$ cat src/rtl/cdc_pkg.sv
// ----------------------------------------------------------------------------
// cdc_pkg
// Shared types, constants and helpers of the causal depthwise conv1d filter.
// ----------------------------------------------------------------------------
package cdc_pkg;

   // fixed field widths
   localparam int unsigned SAMPLE_W  = 16;
   localparam int unsigned PROD_W    = 2 * SAMPLE_W;
   localparam int unsigned FRAC_W    = 12;
   localparam int unsigned MAX_LANES = 4;
   localparam int unsigned MAX_TAPS  = 4;
   localparam int unsigned NUM_REGS  = 4;
   localparam int unsigned CSR_IDX_W = 3;

   // parameter defaults
   localparam int unsigned DEF_TAPS  = 4;
   localparam int unsigned DEF_LANES = 4;

   // register indexes
   localparam logic [CSR_IDX_W-1:0] CSR_TAP_0 = 3'd0;
   localparam logic [CSR_IDX_W-1:0] CSR_TAP_1 = 3'd1;
   localparam logic [CSR_IDX_W-1:0] CSR_TAP_2 = 3'd2;
   localparam logic [CSR_IDX_W-1:0] CSR_TAP_3 = 3'd3;

   typedef logic signed [SAMPLE_W-1:0] sample_type;
   typedef sample_type [NUM_REGS-1:0]  tap_set_type;
   typedef sample_type [MAX_LANES-1:0] lane_vec_type;

   typedef struct packed {
      logic       first;
      sample_type sample_lane0;
      sample_type sample_lane1;
      sample_type sample_lane2;
      sample_type sample_lane3;
   } req_payload_type;

   typedef struct packed {
      sample_type filtered_lane0;
      sample_type filtered_lane1;
      sample_type filtered_lane2;
      sample_type filtered_lane3;
   } rsp_payload_type;

   // control handed from the pipeline control to every lane
   typedef struct packed {
      logic accept;
      logic first;
   } lane_ctrl_type;

   // pick one lane's sample out of an input transfer
   function automatic sample_type req_sample(req_payload_type p, int unsigned idx);
      sample_type s;
      case (idx)
         0:       s = p.sample_lane0;
         1:       s = p.sample_lane1;
         2:       s = p.sample_lane2;
         default: s = p.sample_lane3;
      endcase
      return s;
   endfunction

   // place lane results into the result struct
   function automatic rsp_payload_type pack_rsp(lane_vec_type v);
      rsp_payload_type r;
      r.filtered_lane0 = v[0];
      r.filtered_lane1 = v[1];
      r.filtered_lane2 = v[2];
      r.filtered_lane3 = v[3];
      return r;
   endfunction

endpackage

$ cat src/rtl/cdc_lane.sv
// ----------------------------------------------------------------------------
// cdc_lane
// One filter lane: sample history, registered tap products, then the sum
// truncated to Q4.12 and saturated to 16 bits.
// ----------------------------------------------------------------------------
module cdc_lane
   import cdc_pkg::*;
#(
   parameter int unsigned TAPS = DEF_TAPS
) (
   input  logic          clock,
   input  logic          reset,
   input  lane_ctrl_type ctrl,
   input  sample_type    sample,
   input  tap_set_type   taps,
   output sample_type    result
);

   localparam int unsigned HIST_D = TAPS - 1;
   localparam int unsigned SUM_W  = PROD_W + $clog2(TAPS);
   localparam int unsigned Q_W    = SUM_W - FRAC_W;
   localparam logic signed [Q_W-1:0] Q_MAX = Q_W'(32767);
   localparam logic signed [Q_W-1:0] Q_MIN = -(Q_W'(32768));

   sample_type                     hist_ff [HIST_D];
   sample_type                     hist_in [HIST_D];
   sample_type                     hist_eff [HIST_D];
   logic signed [PROD_W-1:0]       prod_ff [TAPS];
   logic signed [PROD_W-1:0]       prod_in [TAPS];
   logic signed [SUM_W-1:0]        sum;
   logic signed [Q_W-1:0]          quot;

   // clear the history view at the start of a sequence
   always_comb begin
      for (int j = 0; j < HIST_D; j++) begin
         hist_eff[j] = ctrl.first ? '0 : hist_ff[j];
      end
   end

   // shift the current sample in, newest first
   always_comb begin
      hist_in = hist_ff;
      if (ctrl.accept) begin
         for (int j = HIST_D - 1; j > 0; j--) begin
            hist_in[j] = hist_eff[j-1];
         end
         hist_in[0] = sample;
      end
   end

   always_ff @(posedge clock) begin
      if (reset) begin
         for (int j = 0; j < HIST_D; j++) begin
            hist_ff[j] <= '0;
         end
      end else begin
         hist_ff <= hist_in;
      end
   end

   // form one product per tap
   always_comb begin
      for (int j = 0; j < HIST_D; j++) begin
         prod_in[j] = taps[j] * hist_eff[j];
      end
      prod_in[TAPS-1] = taps[TAPS-1] * sample;
   end

   always_ff @(posedge clock) begin
      if (ctrl.accept) begin
         prod_ff <= prod_in;
      end
   end

   // sum exactly, drop the fraction, saturate
   always_comb begin
      sum = '0;
      for (int j = 0; j < TAPS; j++) begin
         sum = sum + SUM_W'(prod_ff[j]);
      end
      quot = sum[SUM_W-1:FRAC_W];
      if (quot > Q_MAX) begin
         result = sample_type'(Q_MAX);
      end else if (quot < Q_MIN) begin
         result = sample_type'(Q_MIN);
      end else begin
         result = quot[SAMPLE_W-1:0];
      end
   end

endmodule

$ cat config.mk
export PLATFORM = sky130hd
export DESIGN_NAME = cdc_lane
export DESIGN_NICKNAME = d
export VERILOG_FILES = /design/src/rtl/cdc_pkg.sv /design/src/rtl/cdc_lane.sv
export SDC_FILE = /design/constraint.sdc
export NUM_CORES = 2
export LEC_CHECK = 0
export ABC_AREA = 1
export CELL_PAD_IN_SITES_DETAIL_PLACEMENT = 0
export CELL_PAD_IN_SITES_GLOBAL_PLACEMENT = 1
export CORE_AREA = 2 2 420 339
export CTS_BUF_LIST = sky130_fd_sc_hd__clkbuf_8
export CTS_CLUSTER_DIAMETER = 40
export CTS_CLUSTER_SIZE = 28
export DETAILED_ROUTE_END_ITERATION = 7
export DIE_AREA = 0 0 422 341
export DONT_BUFFER_PORTS = 1
export PLACE_DENSITY = 0.64
export SYNTH_ARGS = -nofsm -noshare
export SYNTH_HDL_FRONTEND = slang
export SYNTH_SLANG_ARGS = --single-unit
$ cat constraint.sdc
create_clock -name clock -period 8.6 [get_ports clock]
set_input_delay 1.29 -clock clock [delete_from_list [all_inputs] [get_ports clock]]
set_output_delay 1.29 -clock clock [all_outputs]
set_load 0.05 [all_outputs]
# Yosys cells after proc, flatten, opt, wreduce, memory -nomap -nowiden

Index checks and enable logic that the tools add are counted.

Bits of input ports: 84
Output and inout port bits: 16
Bits in registers: 176

Multipliers: 4
Multiplexer cells: 5
Magnitude comparators: 2
$add $sub $neg: 3

Operators by type and width:

| operator               | number |
|---|---|
| $mul A16 B16 Y32       | 4 |
| $mux W16               | 5 |
| $add A33 B32 Y34       | 1 |
| $add A34 B32 Y34       | 1 |
| $add A32 B32 Y33       | 1 |
| $gt A22 B16 Y1 const B | 1 |
| $lt A22 B16 Y1 const B | 1 |

# Logic depth before layout (Yosys ltp)

Word-level depth: 6
Mapped depth: 30

# Least setup slack after synthesis

Ideal clock, no wire load.

Path kind: input port to flip-flop
Start point: in ctrl[0] (netlist bit)
End point: reg prod_ff[61] (netlist bit), data pin
Stages: 24
Path slack: 1530 ps
Data required time: 8341 ps
Buffers on the path: 1
Data arrival time: 6811 ps
Setup time: 259 ps
Cell sequence: clkinv_1 -> clkbuf_1 -> nand2_1 -> nor2_1 -> fa_1 -> fa_1 -> fa_1 -> fa_1 -> fa_1 -> inv_1 -> fa_1 -> inv_1 -> ha_1 -> nand2_1 -> nor2_1 -> inv_1 -> nor3_1 -> nand2_1 -> o211ai_1 -> nand2_1 -> nand2_1 -> nand2_1 -> nand2_1 -> xor2_1

RTL lines:

| item                 | line           | RTL |
|---|---|---|
| from (decl)          | cdc_lane.sv:13 | `input lane_ctrl_type ctrl,` |
| to (signal assigned) | cdc_lane.sv:71 | `prod_ff <= prod_in;` |
| to (decl)            | cdc_lane.sv:28 | `logic signed [PROD_W-1:0] prod_ff [TAPS];` |

==> summary.txt <==
CTS
  • CTS Hold Bufs: 0
  • CTS tree: built
  • Reg clk slew, reported paths: 100 ps
  • H-tree Lvls: 4
  • Latest clock arrival within the worst-skew pair: 570 ps
  • Post-CTS Resized: 0
  • CTS root buffer: clkbuf_8
  • Max clock buf depth: 2
  • # clock sinks: 176
  • CTS buffer count: 17
  • Post-CTS Setup Bufs: 0

Setup path
  • R2R Path End: prod_ff[92]
  • Crit path DAT: 8100 ps
  • Setup Crit Path Kind: in -> reg
  • Critical path fanouts, max: 14
  • Worst Setup End Kind: flip-flop
  • Reg2reg setup slack: 1570 ps
  • Reg2Reg Depth: 23
  • R2r startpoint: hist_ff[29]
  • Data required, critical path: 8900 ps
  • Startpoint Class: input port
  • Crit path from: ctrl[0]
  • Critical Path Sink: prod_ff[92]

Route
  • Routed wire length: 144,000 µm
  • # DRC: 0
  • Drt pass-1 iters: 5
  • Vias per inst: 4.76
  • Iter 0 DRT Violations: 2,240
  • Via count: 35,800
  • Routed len/inst: 19.1 µm
  • Antenna viol nets, final: 0

Floorplanning
  • Starting Density: 34.8%
  • Cell Rows: 123
  • Die ar.: 144,000 µm²
  • I/O pins: 100
  • Die Y: 341 µm
  • Core Region: 140,000 µm²
  • Die width: 422 µm

Min path
  • Min-delay src: hist_ff[38]
  • HP Class: reg -> reg

Global route
  • Met1 Resource Use GR: 31.1%
  • Initial antenna violation count: 1
  • Pin count of the biggest net entering global routing: 211
  • GR Layer Usage met2: 32.7%
  • Grt met3 use: 2.86%
  • Gr ovfl total: 0
  • Number of global-route vias before repair: 38,000
  • Gr usage total: 20.7%
  • Most used routing layer: met2
  • First-pass GRT wire length: 229,000 µm

Cells and area
  • Multi-input gate area: 37,200 µm²
  • Layout cells sized above 1: 2.14%
  • Final core occ: 36.7%
  • Most common cell after layout, fill and taps aside: inv_1
  • Layout filler cell count: 14,700
  • Register Area: 4800 µm²
  • Syn-to-layout area delta: 5.40%
  • Commonest cells after routing, fill and taps aside: inv_1 (1,586), fa_1 (1,112), nand2_1 (1,055), nor2_1 (579), ha_1 (359)
  • Final nets: 7,194

Logic synthesis
  • Top cell type's share of synthesized area: 45.8%
  • Mean post-synth cell area: 8.51 µm²
  • Post-synth top area cell: fa_1
  • Seq/Total Area, Yosys: 9.88%
  • Mapped cell area: 48,600 µm²
  • Top cells by area, synth: fa_1 (46%), inv_1 (12%), ha_1 (9.2%)
  • Flip-flop and latch count after synthesis: 176
  • Post-synth cell types: 45
  • Ys Warns: 0
  • Post-Synthesis Cells: 5,718
  • Mapped Nets: 7,273

STA
  • Final worst slack: 799 ps
  • Least-Margin Pin Slew: 855 ps
  • Slew headroom: 42.9%
  • Fin. Hold Viols: 0
  • Final setup TNS: 0 ps
  • Crit share post-route: 90.7%
  • Setup violators final: 0
  • Highest clock rate: 128 MHz
  • Final hold slack: 508 ps
  • RSZ-0062 raised after global routing: false
  • Fin. max-slew vios: 0
  • Final Skew: 35.2 ps
  • Final min period: 7800 ps

Placed design
  • I/O Buffers: 0
  • Dpl ws: 392 ps
  • Post-detail-place hpwl: 125,000 µm
  • GP Congestion: 0.902

Run status
  • Status: finished, final reports clean

Flow run
  • Max Cap Viol: 0
[kinds of logic (layout without fill, tap and decap cells)]
| logic type | Yosys count | after routing | synth area share [%] |
|---|---|---|---|
| buffers and inverters | 1769 | 1703 | 13.7 |
| XOR/XNOR | 160 | 160 | 2.88 |
| adder cells (fa/ha/maj) | 1471 | 1471 | 55.0 |
| AND/OR/NAND/NOR | 1767 | 1767 | 14.2 |
| other | 0 | 2 | 0 |
| AO/OA/AOI/OAI | 375 | 375 | 4.40 |
| flip-flops | 176 | 176 | 9.88 |
[per-layer routing]
layer / vias up / wire, µm
met5: - / 0
met4: 0 / 1230
met3: 61 / 7890
met2: 788 / 65200
met1: 18600 / 69400
li1: 16400 / -
[worst min path at each step]
stage	endpoint	slack [ps]	cells after the start
2_1_floorplan	hist_ff[32]	460	2
3_3_place_gp	hist_ff[44]	480	2
3_5_place_dp	hist_ff[37]	480	2
4_1_cts	hist_ff[46]	510	2
5_1_grt	hist_ff[40]	540	2
6_report	hist_ff[38]	510	2
[layout make-up]
type,instances,area share (%)
clock inverter,14,0.354
inverter,1610,11.8
multi-input combinational,3773,72.5
sequential,176,9.37
antenna,2,0.00976
tap,1875,4.58
timing repair buffer,61,0.893
clock buffer,18,0.483
[cell usage after synthesis, drive strengths merged]
cell type  number
inv          1589
fa           1112
nand2        1062
nor2          583
ha            359
a21oi         158
clkbuf        153
edfxtp        128
o21ai         113
xor2           97
nand3          66
xnor2          63
dfxtp          48
a21o           31
a31oi          23
nor3           22
clkinv         21
nand4          20
o21bai         17
o211ai          9
a221oi          7
a21boi          6
buf             6
or2             6
nor4            3
o21a            3
o31ai           3
a211oi          2
and2            2
and3            1
nand3b          1
nor3b           1
o211a           1
o221a           1
o221ai          1
[worst max-delay path: stages]
cell and delay, ps:
inv_2 280, buf_4 260, nand2_1 440, inv_1 320
nand2_1 110, fa_1 570, fa_1 540, inv_1 60
fa_1 510, fa_1 440, fa_1 490, inv_1 50
fa_1 470, inv_1 40, ha_1 390, nand2_1 100
inv_1 70, nand2_1 70, nor3_1 630, nand4_1 230
nand3_1 290, nand2_1 80, nand2_1 110, a21oi_1 90
xnor2_1 130
[sequential cells by signal, summed over array words and instances, names as in the netlist]
name	cells
prod_ff	128
hist_ff	48
[metrics by stage]
step,area [µm²],std cells
after floorplan,48600,5718
after global placement,50800,7495
after detailed placement,50800,7495
after CTS,51300,7527
after global routing,51300,7528
final,51300,7529
Power is not shown: default switching activity piles up to over one toggle a cycle in this logic, so the estimate is an artifact.
