File: config.mk
export PLATFORM = sky130hd
export DESIGN_NAME = cdc_merge
export DESIGN_NICKNAME = d
export VERILOG_FILES = /design/src/rtl/cdc_pkg.sv /design/src/rtl/cdc_merge.sv
export SDC_FILE = /design/constraint.sdc
export NUM_CORES = 1
export LEC_CHECK = 0
export BUFFER_PORTS_ARGS = -buffer_cell sky130_fd_sc_hd__buf_4
export CORE_ASPECT_RATIO = 2
export CORE_MARGIN = 10
export CORE_UTILIZATION = 43
export DETAILED_ROUTE_END_ITERATION = 6
export PLACE_DENSITY = 0.82
export SLEW_MARGIN = 20
export SYNTH_ARGS = -nofsm -noshare
export SYNTH_HDL_FRONTEND = slang
export SYNTH_SLANG_ARGS = --single-unit
File: constraint.sdc
create_clock -name clock -period 0.9 [get_ports clock]
set_input_delay 0.135 -clock clock [delete_from_list [all_inputs] [get_ports clock]]
set_output_delay 0.135 -clock clock [all_outputs]
set_load 0.02 [all_outputs]
File: src/rtl/cdc_pkg.sv
// ----------------------------------------------------------------------------
// cdc_pkg
// Shared types, constants and helpers of the causal depthwise conv1d filter.
// ----------------------------------------------------------------------------
package cdc_pkg;

   // fixed field widths
   localparam int unsigned SAMPLE_W  = 16;
   localparam int unsigned PROD_W    = 2 * SAMPLE_W;
   localparam int unsigned FRAC_W    = 12;
   localparam int unsigned MAX_LANES = 4;
   localparam int unsigned MAX_TAPS  = 4;
   localparam int unsigned NUM_REGS  = 4;
   localparam int unsigned CSR_IDX_W = 3;

   // parameter defaults
   localparam int unsigned DEF_TAPS  = 4;
   localparam int unsigned DEF_LANES = 4;

   // register indexes
   localparam logic [CSR_IDX_W-1:0] CSR_TAP_0 = 3'd0;
   localparam logic [CSR_IDX_W-1:0] CSR_TAP_1 = 3'd1;
   localparam logic [CSR_IDX_W-1:0] CSR_TAP_2 = 3'd2;
   localparam logic [CSR_IDX_W-1:0] CSR_TAP_3 = 3'd3;

   typedef logic signed [SAMPLE_W-1:0] sample_type;
   typedef sample_type [NUM_REGS-1:0]  tap_set_type;
   typedef sample_type [MAX_LANES-1:0] lane_vec_type;

   typedef struct packed {
      logic       first;
      sample_type sample_lane0;
      sample_type sample_lane1;
      sample_type sample_lane2;
      sample_type sample_lane3;
   } req_payload_type;

   typedef struct packed {
      sample_type filtered_lane0;
      sample_type filtered_lane1;
      sample_type filtered_lane2;
      sample_type filtered_lane3;
   } rsp_payload_type;

   // control handed from the pipeline control to every lane
   typedef struct packed {
      logic accept;
      logic first;
   } lane_ctrl_type;

   // pick one lane's sample out of an input transfer
   function automatic sample_type req_sample(req_payload_type p, int unsigned idx);
      sample_type s;
      case (idx)
         0:       s = p.sample_lane0;
         1:       s = p.sample_lane1;
         2:       s = p.sample_lane2;
         default: s = p.sample_lane3;
      endcase
      return s;
   endfunction

   // place lane results into the result struct
   function automatic rsp_payload_type pack_rsp(lane_vec_type v);
      rsp_payload_type r;
      r.filtered_lane0 = v[0];
      r.filtered_lane1 = v[1];
      r.filtered_lane2 = v[2];
      r.filtered_lane3 = v[3];
      return r;
   endfunction

endpackage

File: src/rtl/cdc_merge.sv
// ----------------------------------------------------------------------------
// cdc_merge
// Output register: gathers the lane results into one result transfer and
// zeroes the lanes that are not built.
// ----------------------------------------------------------------------------
module cdc_merge
   import cdc_pkg::*;
#(
   parameter int unsigned LANES = DEF_LANES
) (
   input  logic            clock,
   input  logic            load,
   input  sample_type      lane_result [LANES],
   output rsp_payload_type rsp_data
);

   lane_vec_type    merged;
   rsp_payload_type rsp_data_ff;
   rsp_payload_type rsp_data_in;

   // fill unused lanes with zero
   for (genvar l = 0; l < MAX_LANES; l++) begin : g_fill
      if (l < LANES) begin : g_used
         assign merged[l] = lane_result[l];
      end else begin : g_unused
         assign merged[l] = '0;
      end
   end

   // hold the result until it is taken
   always_comb begin
      rsp_data_in = load ? pack_rsp(merged) : rsp_data_ff;
   end

   always_ff @(posedge clock) begin
      rsp_data_ff <= rsp_data_in;
   end

   assign rsp_data = rsp_data_ff;

endmodule

# After elaboration in Yosys (flattened, before gate mapping)
# Index checks and enable logic that the tools add are counted.
[word_totals]
register_bits = 64
latchBits = 0
mem_bits_rw = 0
romBits = 0
out_inout_bits = 64
wordCells = 4
memories = 0
[op_classes]
n_addsub = 0
mul = 0
div_mod_pow = 0
magnitude_cmp = 0
n_eq_ne = 0
shift = 0
mux = 0
bitwise_logic = 0
reduce_logical = 0

# Depth between registers and ports, before layout
# Gate-level depths: netlist of the first run.
[depth]
word_depth = 0
depth_mapped = 0
mapped_depth_nobuf = 0

# Worst setup path after synthesis of the first run
# Ideal clock, no wire load.
[synth_path]
kind = "reg-to-output"
start = "reg rsp_data_ff, in the netlist rsp_data[0]"
end = "out rsp_data[0] (netlist bit)"
arrival_time_ns = 0.449
required_ns = 0.765
setup_slack_ns = 0.316
path_stages_with_launch = 1
n_path_buf = 0
path_cell_list = "edfxtp_1"
[synth_lines]
columns = ["item", "line", "rtl"]
rows = [
  ["start, declared", "cdc_merge.sv:18", "rsp_payload_type rsp_data_ff;"],
  ["start signal, assigned", "cdc_merge.sv:36", "rsp_data_ff <= rsp_data_in;"],
  ["end, declared", "cdc_merge.sv:14", "output rsp_payload_type rsp_data"],
]
# No word-level cell between the ends.

# Final worst setup path of the first run
[layout_path]
start = "reg rsp_data_ff, in the netlist rsp_data[1]"
end = "out rsp_data[1] (netlist bit)"
# No word-level cell between the ends.

==> results of run 1 <==
[layer usage]
metal | track usage (%) | wire [um]
met3 | 9.51 | 725
met2 | 42.5 | 5050
met5 | 0 | 0
met4 | 11.3 | 294
met1 | 22.7 | 2630
[worst max-delay path by stage]
stage | startpoint | endpoint | slack, ps | cells after the start
3_5_place_dp | load | rsp_data[34]$_DFFE_PP_ | 120 | 2
5_1_grt | rsp_data[1]$_DFFE_PP_ | rsp_data[1] | -170 | 1
4_1_cts | rsp_data[50]$_DFFE_PP_ | rsp_data[50] | -140 | 1
2_1_floorplan | rsp_data[0]$_DFFE_PP_ | rsp_data[0] | 320 | 0
6_report | rsp_data[1]$_DFFE_PP_ | rsp_data[1] | -150 | 1
3_3_place_gp | load | rsp_data[16]$_DFFE_PP_ | 130 | 2
[cells by family after synthesis]
| kind of cell | Yosys count | synth area share [%] |
|---|---|---|
| DFF | 64 | 100 |
[power by group through the flow]
stage	sequential, mW	clock (mW)	combinational, mW
global route	3.70	2.13	1.45
detailed placement	3.68	0	0.980
CTS	3.66	1.92	1.35
finish	3.68	2.01	1.40
floorplan	3.98	0	0
global placement	3.66	0	0.959
[synth_stat cells]
library cell | n | share of area, %
edfxtp_1 | 64 | 100
[metrics by stage]
stage,power (mW),cells,worst slack (ps)
floorplan,3.98,64,316
global placement,4.62,250,133
detailed placement,4.66,250,121
CTS,6.93,329,-139
global route,7.28,329,-173
finish,7.09,329,-147
[area by class of cell]
| cell class | count | share of cell area, % |
|---|---|---|
| clock buffer | 13 | 3.44 |
| tap | 54 | 1.68 |
| clock inverter | 2 | 0.186 |
| timing repair buffer | 196 | 47.0 |
| sequential | 64 | 47.7 |
[what timing repair did]
action,CTS,global route
endpoints found under the setup margin,64,64
hold buffers,64,0
hold endpoints to repair,64,0
gates resized for setup,64,0
==> out/results.tsv, run 1 <==
metric	value	unit
status	complete, but fails checks	
violated checks	negative setup slack	
DIE AREA	7710	um2
Mapped Nets	130	
Setup CP Type	register to output port	
initial antenna violation count	0	
Syn Area/Cell	30.0	um2
Final HPWL DP	4450	um
CTS tree	yes	
CTS clk-pin slew, worst paths	70	ps
Die W	67.3	um
DRC	0	
Buf/Inv on CP	1	
Pleak	1.69	nW
H-tree levels	3	
Max Slew Vio Count	0	
CP max stage delay	420	ps
commonest non-fill, non-tap cells in the layout	66 x buf_4, 64 x dlygate4sd3_1, 64 x buf_6, 64 x edfxtp_1, 9 x clkbuf_8	
antenna-violating nets left	0	
Root Buffer	clkbuf_8	
crit-path cells	buf_6	
input/output buffers	129	
max reg flops	64	
relative slew slack	89.1	%
WHS	69.6	ps
Starting Density	44.3	%
Net Sw Frac	25.1	%
DP Area	3010	um2
critical path's slowest cell	edfxtp_1	
multi-input gates	0	
total CTS buffers	9	
# diodes	0	
final net count	337	
internal power	5.31	mW
multi-input logic area	0	um2
Total Routed Length	8700	um
Synth cell types	1	
Fin. Hold Viols	0	
FILL cells	120	
Reg power frac	51.9	%
Startpoint Class	register	
yosys warns	0	
commonest non-fill, non-tap cell in the layout	buf_4	
clk sink count	64	
combinational power share	19.7	%
total track usage	24.0	%
Hold Path End	rsp_data[33]$_DFFE_PP_	
1st-iter DRT viols	77	
Critical Path AT	910	ps
clock share of power	28.3	%
die height	115	um
Ports	130	
worst hold path depth	1	
Tmin final	1050	ps
Overflow after GRT	0	
CP delay by family, top	flip-flops	
largest net degree at the start of global routing	30	
Setup Buffers After CTS	0	
VDD IR max	1.92	mV
DR vias	1559	
synthesized area	1920	um2
Worst-Margin Slew	164	ps
final period utilization	116	%
Critical Path RT	760	ps
CP endpoint kind	output port	
vias per cell	4.74	
worst hold path type	input port to register	
area grow syn2layout	110	%
Hold Crit Start	load	
Detailed Routing Iterations Pass 1	4	
switching pwr	1.78	mW
first-pass GRT wire length	12700	um
setup TNS	-7290	ps
Post-Synthesis Cells	64	
GPL Wtd Cong	0.726	
Rows	34	
RSZ-0062 raised after global routing	true	
vias in the first global route	1815	
CP Max Fanout	1	
Clock Tree Buf Depth	2	
Final Util	92.9	%
Max Cap Violations	0	
fin area	4030	um2
max frequency	0.955	GHz
cell area power density	1760	nW/um2
setup violators final	64	
post-route setup slack	-147	ps
sequential area share after synthesis	100	%
Reg area	1920	um2
Yosys reg bits	64	
WL/cell	26.4	um
layout cells sized above 1	51.3	%
core region area	4340	um2
No activity file was read; power rests on OpenSTA's default activity.
==> inputs of run 2 (changes only) <==
- HOLD_SLACK_MARGIN: default -> 0.08
- SETUP_SLACK_MARGIN: default -> 0.15
==> run 2 against run 1 <==
- via count about the same
- critical endpoint unchanged
- total power up 0.35%
- count of clock-buffer cells in the layout unchanged
- the flow still finishes with violations (negative setup slack)
==> out/results.tsv, run 2 (same netlist as run 1, synthesis figures left out) <==
metric	value	unit	change
status	complete, but fails checks		
violated checks	negative setup slack		
Ports	130		unchanged
Root Buffer	clkbuf_8		
Startpoint Class	register		
Critical Path RT	760	ps	about the same
combinational power share	19.9	%	+0.2 points
max frequency	0.938	GHz	-1.8%
Setup CP Type	register to output port		
multi-input logic area	0	um2	unchanged
Worst-Margin Slew	172	ps	+8.20 ps
Rows	34		unchanged
CTS clk-pin slew, worst paths	70	ps	about the same
# diodes	0		unchanged
Max Slew Vio Count	0		unchanged
die height	115	um	unchanged
Total Routed Length	9180	um	+5.5%
final period utilization	118	%	+2.1 points
first-pass GRT wire length	12700	um	unchanged
core region area	4340	um2	unchanged
initial antenna violation count	0		unchanged
critical path's slowest cell	edfxtp_1		
Critical Path AT	930	ps	+20 ps
VDD IR max	1.94	mV	+1.2%
worst hold path type	input port to register		
cell area power density	1760	nW/um2	about the same
setup violators final	64		unchanged
switching pwr	1.80	mW	+1.1%
DR vias	1560		+0.064%
CTS tree	yes		
CP max stage delay	430	ps	about the same
Pleak	1.75	nW	+3.7%
CP endpoint kind	output port		
multi-input gates	0		unchanged
antenna-violating nets left	0		unchanged
total power	7.11	mW	+0.35%
H-tree levels	3		unchanged
input/output buffers	129		unchanged
DRC	0		unchanged
total track usage	24.0	%	unchanged
commonest non-fill, non-tap cell in the layout	buf_4		
Max Cap Violations	0		unchanged
CTS Hold Bufs	64		unchanged
Worst path depth	1		unchanged
CP Max Fanout	1		unchanged
RSZ-0062 raised after global routing	true		
final net count	337		unchanged
DIE AREA	7710	um2	unchanged
Net Sw Frac	25.3	%	+0.18 points
Buf/Inv on CP	1		unchanged
crit-path cells	buf_6		
layout cells sized above 1	51.3	%	unchanged
worst hold path depth	1		unchanged
clock share of power	28.3	%	about the same
Die W	67.3	um	unchanged
1st-iter DRT viols	115		+49%
internal power	5.31	mW	+0.11%
area grow syn2layout	111	%	
Detailed Routing Iterations Pass 1	4		unchanged
max reg flops	64		unchanged
relative slew slack	88.6	%	-0.55 points
commonest non-fill, non-tap cells in the layout	66 x buf_4, 64 x buf_6, 64 x edfxtp_1, 57 x dlygate4sd3_1, 9 x clkbuf_8		
WHS	72.6	ps	+2.94 ps
clk sink count	64		unchanged
Starting Density	44.3	%	unchanged
GPL Wtd Cong	0.726		unchanged
Reg power frac	51.8	%	about the same
Final HPWL DP	4450	um	unchanged
vias in the first global route	1815		unchanged
Tmin final	1070	ps	+19.0 ps
Overflow after GRT	0		unchanged
WL/cell	27.9	um	+5.5%
largest net degree at the start of global routing	30		unchanged
Fin. Hold Viols	0		unchanged
total CTS buffers	9		unchanged
CP delay by family, top	flip-flops		
vias per cell	4.74		about the same
post-route setup slack	-166	ps	-19.0 ps
Clock Tree Buf Depth	2		unchanged
-- run 2: cell count changes in the layout (fill, tap and decap cells not counted) --
cell | previous run | this run
dlymetal6s4s_1 | 0 | 7
dlygate4sd3_1 | 64 | 57
-- run 2: metrics by stage --
step / TNS (ps) / util (%) / setup slack, ps / cell area (um2) / cells
2_1_floorplan: 0 / - / 316 / 1920 / 64
3_5_place_dp: 0 / 69.3 / 121 / 3010 / 250
6_report: -7190 / 93.3 / -166 / 4050 / 329
4_1_cts: -6780 / 92.9 / -139 / 4030 / 329
3_3_place_gp: 0 / 69.3 / 133 / 3010 / 250
5_1_grt: -8940 / 93.3 / -176 / 4050 / 329
-- run 2: what timing repair did --
action,in CTS,in global routing
setup endpoints to repair,64,71
setup buffers,0,0
hold endpoints to repair,65,1
resized for setup,64,7
pin swaps,0,0
-- run 2: cell type report --
| class | instances | area (um2) |
|---|---|---|
| flip-flops and latches | 64 | 1920 |
| well taps | 54 | 67.6 |
| fillers | 116 | 289 |
| clock inverters | 2 | 7.51 |
| clock buffers | 13 | 139 |
| repair buffers | 196 | 1910 |
-- run 2: path summary, 6_finish.rpt --
| check | startpoint | endpoint | slack [ps] |
|---|---|---|---|
| max | rsp_data[1]$_DFFE_PP_ | rsp_data[1] | -170 |
| min | load | rsp_data[33]$_DFFE_PP_ | 70 |
-- run 2: routing by layer --
metal  wire length, um  global-route usage (%)
met5                 0                       0
met3               698                    9.51
met4               340                    11.3
met1              2770                    22.7
met2              5370                    42.5
-- run 2: power groups by stage --
stage          combinational [mW]  sequential [mW]  clock [mW]
4_1_cts                      1.35             3.66        1.92
6_report                     1.41             3.69        2.02
5_1_grt                      1.46             3.71        2.13
3_3_place_gp                0.959             3.66           0
2_1_floorplan                   0             3.98           0
3_5_place_dp                0.980             3.68           0
